`src/rtl/stq_pkg.sv`:
```
`timescale 1ns / 1ps
// ----------------------------------------------------------------------------
// stq_pkg
// Types, sizes and codes shared by the sorted timer queue modules.
// ----------------------------------------------------------------------------
package stq_pkg;

	localparam int CAPACITY    = 16;
	localparam int MAX_RESULTS = 16;
	localparam int CNT_W       = $clog2(CAPACITY + 1);
	localparam int NUM_W       = $clog2(MAX_RESULTS + 1);

	localparam int ACTION_W = 2;
	localparam int KEY_W    = 16;
	localparam int DELAY_W  = 16;
	localparam int TIME_W   = 32;
	localparam int STATUS_W = 3;

	localparam logic [ACTION_W-1:0] ACT_REQUEST = 2'd0;
	localparam logic [ACTION_W-1:0] ACT_CANCEL  = 2'd1;
	localparam logic [ACTION_W-1:0] ACT_TICK    = 2'd2;
	localparam logic [ACTION_W-1:0] ACT_UNUSED  = 2'd3;

	localparam logic [STATUS_W-1:0] STATUS_SCHEDULED   = 3'd0;
	localparam logic [STATUS_W-1:0] STATUS_RESCHEDULED = 3'd1;
	localparam logic [STATUS_W-1:0] STATUS_CANCELLED   = 3'd2;
	localparam logic [STATUS_W-1:0] STATUS_NOT_FOUND   = 3'd3;
	localparam logic [STATUS_W-1:0] STATUS_FULL        = 3'd4;
	localparam logic [STATUS_W-1:0] STATUS_EXPIRED     = 3'd5;
	localparam logic [STATUS_W-1:0] STATUS_NONE_DUE    = 3'd6;

	typedef logic [1:0] cell_sel_t;

	localparam cell_sel_t CELL_KEEP      = 2'd0;
	localparam cell_sel_t CELL_FROM_PREV = 2'd1;
	localparam cell_sel_t CELL_FROM_NEXT = 2'd2;
	localparam cell_sel_t CELL_LOAD      = 2'd3;

	typedef struct packed {
		logic [KEY_W-1:0]  key;
		logic [TIME_W-1:0] deadline;
	} entry_t;

	typedef struct packed {
		cell_sel_t         sel;
		logic [KEY_W-1:0]  search_key;
		logic [TIME_W-1:0] ref_time;
	} cell_ctrl_t;

endpackage

```
`src/rtl/stq_cell.sv`:
```
`timescale 1ns / 1ps
// ----------------------------------------------------------------------------
// stq_cell
// One slot of the sorted queue: holds a key and deadline, compares them
// against the broadcast search key and reference time, and loads from either
// neighbour or from the broadcast new entry.
// ----------------------------------------------------------------------------
module stq_cell
	import stq_pkg::*;
(
	input  logic       clk,
	input  cell_ctrl_t ctrl,
	input  entry_t     prev_entry,
	input  entry_t     next_entry,
	input  entry_t     new_entry,
	output entry_t     entry,
	output logic       match,
	output logic       later
);

	entry_t entry_q;

	always_ff @(posedge clk) begin
		case (ctrl.sel)
			CELL_FROM_PREV: entry_q <= prev_entry;
			CELL_FROM_NEXT: entry_q <= next_entry;
			CELL_LOAD:      entry_q <= new_entry;
			default:        entry_q <= entry_q;
		endcase
	end

	assign entry = entry_q;
	assign match = (entry_q.key == ctrl.search_key);
	assign later = (entry_q.deadline > ctrl.ref_time);

endmodule

```
`src/rtl/sorted_timer_queue_core.sv`:
```
`timescale 1ns / 1ps
// ----------------------------------------------------------------------------
// sorted_timer_queue_core
// Deadline-ordered timer queue built as a row of cells that shift left on a
// removal and right on a sorted insert.
// ----------------------------------------------------------------------------
//
// Channel   Direction  Handshake                    Payload
// command   in         start high while busy low    action, timer_key,
//                                                   delay_seconds, current_time
// result    out        result_valid, one cycle      status, result_key,
//                                                   result_time, last_result
//
// A request passes through the accepting edge, a search state in which every
// cell compares its key and a matching timer is taken out by a left shift,
// and an insert state in which every cell compares its deadline and the new
// timer is dropped in by a right shift. A request for a new key against a
// full queue ends after the search. A cancel ends after the search, which
// removes a matching timer. A tick is accepted and then shows one expired
// timer per cycle, or a single none-due beat when nothing is due; the head
// cell is read and the row shifts left once per expired beat. Each result
// beat is registered and appears in the cycle after the one that produced
// it; busy falls in the cycle that shows the final beat of an item, so the
// next command may be taken then. Unused action code 3 is accepted and dropped.
// Reset clears the fill count, the state and the result strobe; the cell
// contents are not reset and are never read beyond the fill count.
// The receiver cannot stall: every beat is taken in the cycle it is shown.
// ----------------------------------------------------------------------------
module sorted_timer_queue_core
	import stq_pkg::*;
(
	input  logic                clk,
	input  logic                arst_n,
	input  logic                start,
	output logic                busy,
	input  logic [ACTION_W-1:0] action,
	input  logic [KEY_W-1:0]    timer_key,
	input  logic [DELAY_W-1:0]  delay_seconds,
	input  logic [TIME_W-1:0]   current_time,
	output logic                result_valid,
	output logic [STATUS_W-1:0] status,
	output logic [KEY_W-1:0]    result_key,
	output logic [TIME_W-1:0]   result_time,
	output logic                last_result
);

	// Sequencer states.
	localparam logic [1:0] ST_IDLE   = 2'd0;
	localparam logic [1:0] ST_FIND   = 2'd1;
	localparam logic [1:0] ST_INSERT = 2'd2;
	localparam logic [1:0] ST_EXPIRE = 2'd3;

	logic [1:0]          state_q, state_d;
	logic [CNT_W-1:0]    count_q, count_d;
	logic [NUM_W-1:0]    num_q, num_d;
	logic                found_q, found_d;

	// Latched command; these are payload and need no reset.
	logic [ACTION_W-1:0] action_q;
	logic [KEY_W-1:0]    key_q;
	logic [TIME_W-1:0]   now_q;
	logic [TIME_W-1:0]   deadline_q;

	// Result register.
	logic                valid_q;
	logic [STATUS_W-1:0] status_q;
	logic [KEY_W-1:0]    rkey_q;
	logic [TIME_W-1:0]   rtime_q;
	logic                last_q;

	logic                emit;
	logic [STATUS_W-1:0] emit_status;
	logic [KEY_W-1:0]    emit_key;
	logic [TIME_W-1:0]   emit_time;
	logic                emit_last;

	// The deadline of a request saturates at the top of the time range.
	logic [TIME_W:0]     sum;
	logic [TIME_W-1:0]   sat_deadline;

	// Cell row.
	cell_ctrl_t          ctrl   [CAPACITY];
	cell_sel_t           sel    [CAPACITY];
	entry_t              cell_entry [CAPACITY];
	entry_t              prev_arr   [CAPACITY];
	entry_t              next_arr   [CAPACITY];
	entry_t              new_entry;
	logic [CAPACITY-1:0] match_v;
	logic [CAPACITY-1:0] later_v;
	logic [CAPACITY-1:0] occ;
	logic [CAPACITY-1:0] hit;
	logic [CAPACITY-1:0] from_hit;
	logic [CAPACITY-1:0] ins;
	logic [CAPACITY-1:0] ins_prev;
	logic                found;
	logic [TIME_W-1:0]   hit_deadline;
	logic                hit_later;
	logic                due_head;
	logic                due_second;
	logic                last_expiry;
	logic [TIME_W-1:0]   ref_time;

	assign sum          = {1'b0, current_time} + {{(TIME_W + 1 - DELAY_W){1'b0}}, delay_seconds};
	assign sat_deadline = sum[TIME_W] ? {TIME_W{1'b1}} : sum[TIME_W-1:0];

	assign new_entry = '{key: key_q, deadline: deadline_q};

	// During insertion the cells compare against the new deadline; otherwise
	// against the time supplied with the command.
	assign ref_time = (state_q == ST_INSERT) ? deadline_q : now_q;

	genvar g;
	generate
		for (g = 0; g < CAPACITY; g++) begin : g_cell
			if (g == 0) begin : g_first
				assign prev_arr[g] = new_entry;
			end else begin : g_mid
				assign prev_arr[g] = cell_entry[g-1];
			end
			if (g == CAPACITY - 1) begin : g_last
				assign next_arr[g] = cell_entry[g];
			end else begin : g_rest
				assign next_arr[g] = cell_entry[g+1];
			end

			assign ctrl[g] = '{sel: sel[g], search_key: key_q, ref_time: ref_time};

			stq_cell u_cell (
				.clk        (clk),
				.ctrl       (ctrl[g]),
				.prev_entry (prev_arr[g]),
				.next_entry (next_arr[g]),
				.new_entry  (new_entry),
				.entry      (cell_entry[g]),
				.match      (match_v[g]),
				.later      (later_v[g])
			);
		end
	endgenerate

	// Occupancy and per-cell flags. Keys are unique, so at most one cell hits.
	always_comb begin
		for (int i = 0; i < CAPACITY; i++) begin
			occ[i] = (count_q > CNT_W'(i));
		end
		hit = match_v & occ;
		for (int i = 0; i < CAPACITY; i++) begin
			from_hit[i] = 1'b0;
			for (int j = 0; j < CAPACITY; j++) begin
				if (j <= i) begin
					from_hit[i] = from_hit[i] | hit[j];
				end
			end
		end
		found        = |hit;
		hit_deadline = '0;
		hit_later    = 1'b0;
		for (int i = 0; i < CAPACITY; i++) begin
			if (hit[i]) begin
				hit_deadline = hit_deadline | cell_entry[i].deadline;
				hit_later    = hit_later | later_v[i];
			end
		end
		// Cells that take the new entry or shift right: empty ones and those
		// with a strictly later deadline, which form a suffix of the row.
		ins      = ~occ | later_v;
		ins_prev = {ins[CAPACITY-2:0], 1'b0};
	end

	assign due_head    = occ[0] & ~later_v[0];
	assign due_second  = occ[1] & ~later_v[1];
	assign last_expiry = (num_q == NUM_W'(MAX_RESULTS - 1)) | ~due_second;

	// Sequencer.
	always_comb begin
		state_d     = state_q;
		count_d     = count_q;
		num_d       = num_q;
		found_d     = found_q;
		emit        = 1'b0;
		emit_status = STATUS_SCHEDULED;
		emit_key    = key_q;
		emit_time   = '0;
		emit_last   = 1'b1;
		for (int i = 0; i < CAPACITY; i++) begin
			sel[i] = CELL_KEEP;
		end

		case (state_q)
			ST_IDLE: begin
				if (start) begin
					num_d   = '0;
					found_d = 1'b0;
					if (action == ACT_TICK) begin
						state_d = ST_EXPIRE;
					end else if (action == ACT_UNUSED) begin
						state_d = ST_IDLE;
					end else begin
						state_d = ST_FIND;
					end
				end
			end

			ST_FIND: begin
				// A matching timer is removed by shifting everything after it
				// one place to the left.
				if (found) begin
					for (int i = 0; i < CAPACITY; i++) begin
						if (from_hit[i]) begin
							sel[i] = CELL_FROM_NEXT;
						end
					end
					count_d = count_q - CNT_W'(1);
				end
				found_d = found;
				if (action_q == ACT_CANCEL) begin
					emit      = 1'b1;
					emit_last = 1'b1;
					if (found) begin
						emit_status = STATUS_CANCELLED;
						emit_time   = hit_later ? (hit_deadline - now_q) : '0;
					end else begin
						emit_status = STATUS_NOT_FOUND;
						emit_time   = '0;
					end
					state_d = ST_IDLE;
				end else if (!found && (count_q == CNT_W'(CAPACITY))) begin
					emit        = 1'b1;
					emit_status = STATUS_FULL;
					emit_time   = '0;
					state_d     = ST_IDLE;
				end else begin
					state_d = ST_INSERT;
				end
			end

			ST_INSERT: begin
				// Cells after the insertion point shift right; the first of
				// them loads the new timer.
				for (int i = 0; i < CAPACITY; i++) begin
					if (ins_prev[i]) begin
						sel[i] = CELL_FROM_PREV;
					end else if (ins[i]) begin
						sel[i] = CELL_LOAD;
					end
				end
				count_d     = count_q + CNT_W'(1);
				emit        = 1'b1;
				emit_status = found_q ? STATUS_RESCHEDULED : STATUS_SCHEDULED;
				emit_time   = deadline_q;
				state_d     = ST_IDLE;
			end

			ST_EXPIRE: begin
				emit = 1'b1;
				if (due_head) begin
					for (int i = 0; i < CAPACITY; i++) begin
						sel[i] = CELL_FROM_NEXT;
					end
					count_d     = count_q - CNT_W'(1);
					num_d       = num_q + NUM_W'(1);
					emit_status = STATUS_EXPIRED;
					emit_key    = cell_entry[0].key;
					emit_time   = cell_entry[0].deadline;
					emit_last   = last_expiry;
					if (last_expiry) begin
						state_d = ST_IDLE;
					end
				end else begin
					// Only reached on the first cycle of a tick.
					emit_status = STATUS_NONE_DUE;
					emit_key    = '0;
					emit_time   = '0;
					state_d     = ST_IDLE;
				end
			end

			default: begin
				state_d = ST_IDLE;
			end
		endcase
	end

	always_ff @(posedge clk or negedge arst_n) begin
		if (!arst_n) begin
			state_q <= ST_IDLE;
			count_q <= '0;
			num_q   <= '0;
			found_q <= 1'b0;
			valid_q <= 1'b0;
		end else begin
			state_q <= state_d;
			count_q <= count_d;
			num_q   <= num_d;
			found_q <= found_d;
			valid_q <= emit;
		end
	end

	always_ff @(posedge clk) begin
		if ((state_q == ST_IDLE) && start) begin
			action_q   <= action;
			key_q      <= timer_key;
			now_q      <= current_time;
			deadline_q <= sat_deadline;
		end
		if (emit) begin
			status_q <= emit_status;
			rkey_q   <= emit_key;
			rtime_q  <= emit_time;
			last_q   <= emit_last;
		end
	end

	assign busy         = (state_q != ST_IDLE);
	assign result_valid = valid_q;
	assign status       = status_q;
	assign result_key   = rkey_q;
	assign result_time  = rtime_q;
	assign last_result  = last_q;

endmodule

```
`config.mk`:
```
export PLATFORM = sky130hd
export DESIGN_NAME = sorted_timer_queue_core
export DESIGN_NICKNAME = d
export VERILOG_FILES = /design/src/rtl/stq_pkg.sv /design/src/rtl/stq_cell.sv /design/src/rtl/sorted_timer_queue_core.sv
export SDC_FILE = /design/constraint.sdc
export NUM_CORES = 2
export LEC_CHECK = 0
export ABC_CLOCK_PERIOD_IN_PS = 10990
export BUFFER_PORTS_ARGS = -buffer_cell sky130_fd_sc_hd__buf_2
export CORE_MARGIN = 2
export CORE_UTILIZATION = 40
export DETAILED_ROUTE_END_ITERATION = 10
export GPL_ROUTABILITY_DRIVEN = 0
export PLACE_DENSITY_LB_ADDON = 0.1
export SYNTH_ARGS = -nofsm -noshare
export SYNTH_HDL_FRONTEND = slang
export SYNTH_SLANG_ARGS = --single-unit
```
`constraint.sdc`:
```
create_clock -name clk -period 10.99 [get_ports clk]
set_input_delay 0.5495 -clock clk [delete_from_list [all_inputs] [get_ports clk]]
set_output_delay 0.5495 -clock clk [all_outputs]
set_load 0.005 [all_outputs]
```
Word level (Yosys, flattened, before mapping) --
Index checks and enable logic that the tools add are counted.
Storage, ports and cells: register bits after elaboration 916, input port bits 69, output and inout port bits 54, word-level logic and storage cells 374
Cells by class: add/subtract/negate cells 5, magnitude comparators 32, eq/ne operators 75, multiplexer cells 131, bitwise gates (word level) 54, reduce and logical (&&, ||, !) cells 32
Operators with widths (number):
- case mux 48 bit (3 select lines) | 14
- 2-to-1 mux 32 bit | 23
- greater-than comparator 32 bit | 16
- bitwise OR 32 bit | 15
- == test 16 bit | 16
- case mux 32 bit (3 select lines) | 2
- case mux 48 bit (2 select lines) | 2
- 2-to-1 mux 2 bit | 54
- == test 2 bit, second input constant | 35
- nonzero test 3 bit | 15
- greater-than comparator 5 x 4 -> 1 bit, second input constant | 8
- == test 2 x 1 -> 1 bit, second input constant | 18
- adder 32 x 16 -> 33 bit | 1
- 2-to-1 mux 16 bit | 2
- subtractor 32 bit | 1
- bitwise OR 1 bit | 31
- 2-to-1 mux 1 bit | 22
- greater-than comparator 5 x 3 -> 1 bit, second input constant | 4
- 2-to-1 mux 5 bit | 4
- AND 16 bit | 1
- NOT 16 bit | 1
- bitwise OR 16 bit | 1
- OR reduction 16 bit | 1
- case mux 5 bit (3 select lines) | 1
- other kinds (22) | 41

Logic depth before layout (Yosys ltp) --
depth after elaboration 38, depth in mapped cells 25, gate-level depth less buffers 23

Modules after synthesis --
A second synthesis with hierarchy kept.
Unflattened totals: cell total of the unflattened synthesis 6891, area total of the unflattened synthesis 66706.5 um^2
By module, submodules not included:
- stq_cell | times used 16, cells an instance 343, area an instance 3398.3 um^2, sequential area each 1441.4 um^2
- sorted_timer_queue_core | times used 1, cells an instance 1403, area an instance 12334.3 um^2, sequential area each 4374.2 um^2

Worst setup path before layout --
OpenSTA, ideal clock, no wires.
path type flip-flop to flip-flop, start register state_q[1], end register g_cell[0].u_cell.entry_q, in the netlist g_cell[0].u_cell.entry[0], enable pin, setup time 520 ps, data arrival time 8195 ps, required time 10470 ps, path slack 2275 ps, stages on the path, launching flop included 21, buffers on the path 6, clock period less this slack 8715 ps, cell sequence dfrtp_1 clkbuf_1 inv_1 nor2_1 clkbuf_1 clkbuf_1 clkbuf_1 buf_1 nor2_1 a21oi_1 ha_1 and3_1 a221o_1 a221oi_1 o21ai_1 o2bb2ai_1 or2_2 clkbuf_1 nor2_1 a21oi_1 o21ai_0
On the way: longest elaborated chain between the ends 10, elaborated cells between the ends (all ways) 16, those cells by class order compare: 1; eq/ne: 6; mux: 4; bitwise: 3; reduce/logical: 2
Ends and longest elaborated chain:
- from (decl) | RTL line sorted_timer_queue_core.sv:53 | logic [1:0] state_q, state_d;
- from (signal assigned) | RTL line sorted_timer_queue_core.sv:292 | state_q <= state_d;
- == test 2 bit | RTL line sorted_timer_queue_core.sv:110, sorted_timer_queue_core.sv:189
- 2-to-1 mux 32 bit | RTL line sorted_timer_queue_core.sv:110 | assign ref_time = (state_q == ST_INSERT) ? deadline_q : now_q;
- greater-than comparator 32 bit | RTL line stq_cell.sv:34 | assign later = (entry_q.deadline > ctrl.ref_time);
- NOT 1 bit | RTL line sorted_timer_queue_core.sv:170 | assign due_head = occ[0] & ~later_v[0];
- AND 1 bit | RTL line sorted_timer_queue_core.sv:170
- 2-to-1 mux 32 bit | RTL line sorted_timer_queue_core.sv:256 | if (due_head) begin
- case mux 32 bit (3 select lines) * | RTL line sorted_timer_queue_core.sv:189 | case (state_q)
- == test 2 x 1 -> 1 bit / == test 2 bit (equally long branches) | RTL line stq_cell.sv:24 | case (ctrl.sel)
- OR reduction 2 bit (no source line)
- nonzero test 2 bit (no source line) *
- to (signal assigned) | RTL line stq_cell.sv:25 | CELL_FROM_PREV: entry_q <= prev_entry;
- to (signal assigned) | RTL line stq_cell.sv:26 | CELL_FROM_NEXT: entry_q <= next_entry;
- to (signal assigned) | RTL line stq_cell.sv:27 | CELL_LOAD: entry_q <= new_entry;
- to (decl) | RTL line stq_cell.sv:21 | entry_t entry_q;
Mark *: on every way between the ends. The rest lies on a longest branch, timed or not. A chain may end at the register's enable or synchronous reset.

Worst setup path after layout --
start register count_q[0], end register rtime_q[29] (netlist: result_time[29]), data pin
On the way: longest elaborated chain between the ends 38, elaborated cells between the ends (all ways) 87, those cells by class add/sub: 1; order compare: 16; mux: 37; bitwise: 32; reduce/logical: 1
Ends and longest elaborated chain:
- from (decl) | RTL line sorted_timer_queue_core.sv:54 | logic [CNT_W-1:0] count_q, count_d;
- from (signal assigned) | RTL line sorted_timer_queue_core.sv:293 | count_q <= count_d;
- greater-than comparator 5 x 1 -> 1 bit | RTL line sorted_timer_queue_core.sv:144 | occ[i] = (count_q > CNT_W'(i));
- AND 16 bit | RTL line sorted_timer_queue_core.sv:146 | hit = match_v & occ;
- 2-to-1 mux 32 bit | RTL line sorted_timer_queue_core.sv:159 | if (hit[i]) begin
- bitwise OR 32 bit | RTL line sorted_timer_queue_core.sv:160 | hit_deadline = hit_deadline | cell_entry[i].deadline;
- 2-to-1 mux 32 bit | RTL line sorted_timer_queue_core.sv:159
- bitwise OR 32 bit | RTL line sorted_timer_queue_core.sv:160
- 2-to-1 mux 32 bit | RTL line sorted_timer_queue_core.sv:159
- bitwise OR 32 bit | RTL line sorted_timer_queue_core.sv:160
- (+23 left out)
- bitwise OR 32 bit | RTL line sorted_timer_queue_core.sv:160
- 2-to-1 mux 32 bit | RTL line sorted_timer_queue_core.sv:159
- subtractor 32 bit | RTL line sorted_timer_queue_core.sv:221 | emit_time = hit_later ? (hit_deadline - now_q) : '0;
- 2-to-1 mux 32 bit | RTL line sorted_timer_queue_core.sv:221
- 2-to-1 mux 32 bit | RTL line sorted_timer_queue_core.sv:219 | if (found) begin
- 2-to-1 mux 32 bit | RTL line sorted_timer_queue_core.sv:216 | if (action_q == ACT_CANCEL) begin
- case mux 32 bit (3 select lines) * | RTL line sorted_timer_queue_core.sv:189
- via emit_time[29] | RTL line sorted_timer_queue_core.sv:74 | logic [TIME_W-1:0] emit_time;
- to (signal assigned) | RTL line sorted_timer_queue_core.sv:310 | rtime_q <= emit_time;
- to (decl) | RTL line sorted_timer_queue_core.sv:68 | logic [TIME_W-1:0] rtime_q;
Mark *: on every way through the listed nets, which the timed path passes. The rest lies on a longest branch.

==> metrics.md <==
| Metric | Value |
|---|---|
| Violation count after the first detailed-route iteration | 8721 |
| Clock-pin transition on the worst setup and hold timing paths | 0.06 ns |
| Number of port buffers | 122 |
| Vias in the first global route | 55.64k |
| Initial antenna violation count | 14 |
| CTS tree | done |
| Synth Area in Adders | 11.17% |
| Final ANT Viol Nets | 0 |
| DRT Pass-1 Iters | 7 |
| Via count | 59.08k |
| CP arrival | 8.74 ns |
| Final max-slew violation count | 3 |
| Clock buffer depth | 3 |
| Max Cap Viol | 1 |
| H-tree depth | 3 |
| Synth Area in Compound Gates | 22.28% |
| Tot Pwr | 29.20 mW |
| WL final | 315.5 mm |
| Post-Synth XOR/XNOR Area | 4.171% |
| Vias per cell | 6.981 |
| Post-CTS Resized | 0 |
| Sequential area share after synthesis | between 40% and 50% |
| Post-synth design cell area | about 0.064 mm² |
| FF+latch count, synth | 916 |
| Mean post-synth cell area | ~10 µm² |
| Setup CP Type | reg2reg |
| Post-Syn Nets | 6966 |
| Min Tclk post-route | 8.249 ns |
| DIE HEIGHT | 403.5 µm |
| Status | finished, violations left |
| Most Used Layer, Global Route | met2 |
| P&R area growth vs syn | 11.24% |
| Startpoint types | flip-flop |
| Setup TNS | 0 ns |
| Main synth FF type | edfxtp_1 |
| Post-synthesis simple-gate area fraction | 13.51% |
| Hold Slack | 0.01200 ns |
| Post-synthesis cell count | 6328 |
| Final Cycle Share | 75.06% |
| RSZ-0062 raised after global routing | no |
| IO Pins | around 120 |
| # nets final | 6930 |
| Total CTS buffers | around 120 |
| Die Area | ~0.16 mm² |
| Met1 Usage GRT | 48.08% |
| Clock tree sinks | 916 |
| Failing checks | max-capacitance violations, max-slew violations |
| Worst EP required | 11.48 ns |
| Most frequent cells in the layout | edfxtp_1 (902), nand2_1 (689), nor2_1 (597) |
| Commonest non-fill, non-tap cell in the layout | edfxtp_1 |
| Async set-or-reset flop fraction in the synthesized netlist | 1.528% |
| DRC | 0 |
| Clock Latency Late Sink | between 0.8 and 0.9 ns |
| Core Box Area | 0.1584 mm² |
| Grt met3 use | 11.86% |
| Fin util | 44.84% |
| Drt wl/cell | 37.28 µm |
| Min-delay worst type | in2reg |
| Fin. Hold Viols | 0 |
| Max VDD drop | 376.8 µV |
| Largest family of logic cells by synthesized area | compound AO/OA/AOI/OAI gates |
| Met2 usage | a little under three fifths |
| Pwr per Cell Area | approximately 410 mW/mm² |
| Seq. cell area | 0.02744 mm² |
| Global-route wire length before repair | 434.8 mm |
| Post-DP HPWL | 210.9 mm |
| Pleak | roughly 28 nW |
| Layout fillers | roughly 15k |
| Largest net degree at the start of global routing | 80 |
| Area occupied by multi-input gates | 0.03445 mm² |
| GRT Total Usage | 37.54% |
| Setup violations, final | 0 |
| Global route overflow | 0 |
| Root Driver | clkbuf_16 |
| Setup Skew | 0.05495 ns |
| EDFF count, synth | 902 |
| Starting density of the core | 40.31% |
| Die X | between 400 and 500 µm |
| F_max | 121.2 MHz |
| Yosys cell types | 95 |
| Share of layout cells above drive strength 1 | 10.55% |
| Yosys warning total | 0 |
| Slew headroom | -3.096% |
| Maximum fanout along the worst path | 16 |
| FP Rows | around 150 |
| Worst setup EP type | flip-flop |
| Mux share of post-synthesis cell area | 1.862% |
| Worst-Margin Slew | roughly 1.5 ns |
## cells by family after synthesis
kind of cell	Yosys count
compound gates	1931
xor+xnor	304
fa+ha+maj	569
buf+inv	611
flops	916
mux	106
simple gates	1891
## area by class of cell
type	instances	area share, %
clock buffer	146	4.301
clock inverter	65	0.8756
tap	2072	3.650
multi-input combinational	4801	48.51
sequential	916	38.63
antenna	6	0.02114
inverter	116	0.6131
timing repair buffer	342	3.397
## synthesized netlist by cell type (33+ instances only)
library cell  count  area [µm²]
nand2_1         697        2616
a21oi_1         371        1857
buf_1            42       157.7
a22oi_1         277        2079
buf_2           103       515.5
clkbuf_1        312        1171
inv_1           116       435.4
and3_1          124       775.7
nor4_1           64       400.4
a22o_1          177        1550
o21a_1           33       247.7
nor3_1           38       190.2
edfxtp_1        902       27090
mux2_2          101        1137
nand4_1         174        1089
ha_1            567        7094
a21boi_0         52       390.4
xor2_1          166        1454
a21o_1          146        1096
o21ai_0         204        1021
buf_4            35       262.8
a211oi_1         37       277.8
a221oi_1        181        1585
a221o_1         250        2502
nor2_1          611        2293
xnor2_1         138        1209
nand3_1          50       250.2
a31oi_1          58       362.9
## critical path, cell delays in order (launching register included)
cell and delay [ns]:
dfrtp_1 0.51, inv_1 0.13, ha_1 0.21, o21ai_0 1.13, nand2_1 0.25, nor4_4 0.45
buf_4 0.46, a22o_1 0.20, a221oi_1 0.07, nand4_1 0.22, ha_1 0.25, nor2b_1 0.14
o31ai_1 0.43, a31oi_1 0.31, a21oi_1 0.73, o31ai_2 0.36, a2111oi_1 0.99, buf_4 0.31
o31ai_1 0.12, a2111o_1 0.39, o21ai_0 0.11, o21ai_1 0.11
## repair_timing
| item | in CTS | in global routing |
|---|---|---|
| endpoints found under the hold margin | 60 | 0 |
| hold buffers | 47 | 0 |
| buffers inserted | 0 | 0 |
## routing by layer
layer	up-vias	wire length, µm
met3	1106	39590
met2	4353	134100
li1	24470	-
met5	-	100
met4	14	20840
met1	29140	120900
## through the flow
step                      setup slack (ns)  instance area (µm²)  std cells
after floorplan                      2.275                63840       6328
after global placement               3.190                66840       8199
after detailed placement             3.190                66840       8199
after CTS                            3.115                70990       8457
after global routing                 2.676                71000       8458
final                                2.741                71020       8464
## registers in the layout, indices dropped and copies added (netlist names), 5 cells and up
signal               count
num_q                    5
deadline_q              32
result_time             32
g_cell.u_cell.entry    768
result_key              16
count_q                  5
key_q                   16
now_q                   32
## power by group
part           switching, mW  internal (mW)
combinational           10.4           4.87
sequential              2.88           7.21
clock                   1.73           2.15
## path summary, 6_finish.rpt
check	start	endpoint	slack, ns	depth (start not counted)
max	count_q[0]	result_time[29]	2.74	21
min	current_time[12]	now_q[12]	0.01	1
max reg2reg	count_q[0]	result_time[29]	2.74	21
min reg2reg	found_q	found_q	0.54	2
max in group asynchronous	arst_n	state_q[1]	10.42	2
min in group asynchronous	arst_n	result_valid	0.23	2
Note: power is estimated with default switching activity, not from simulation.
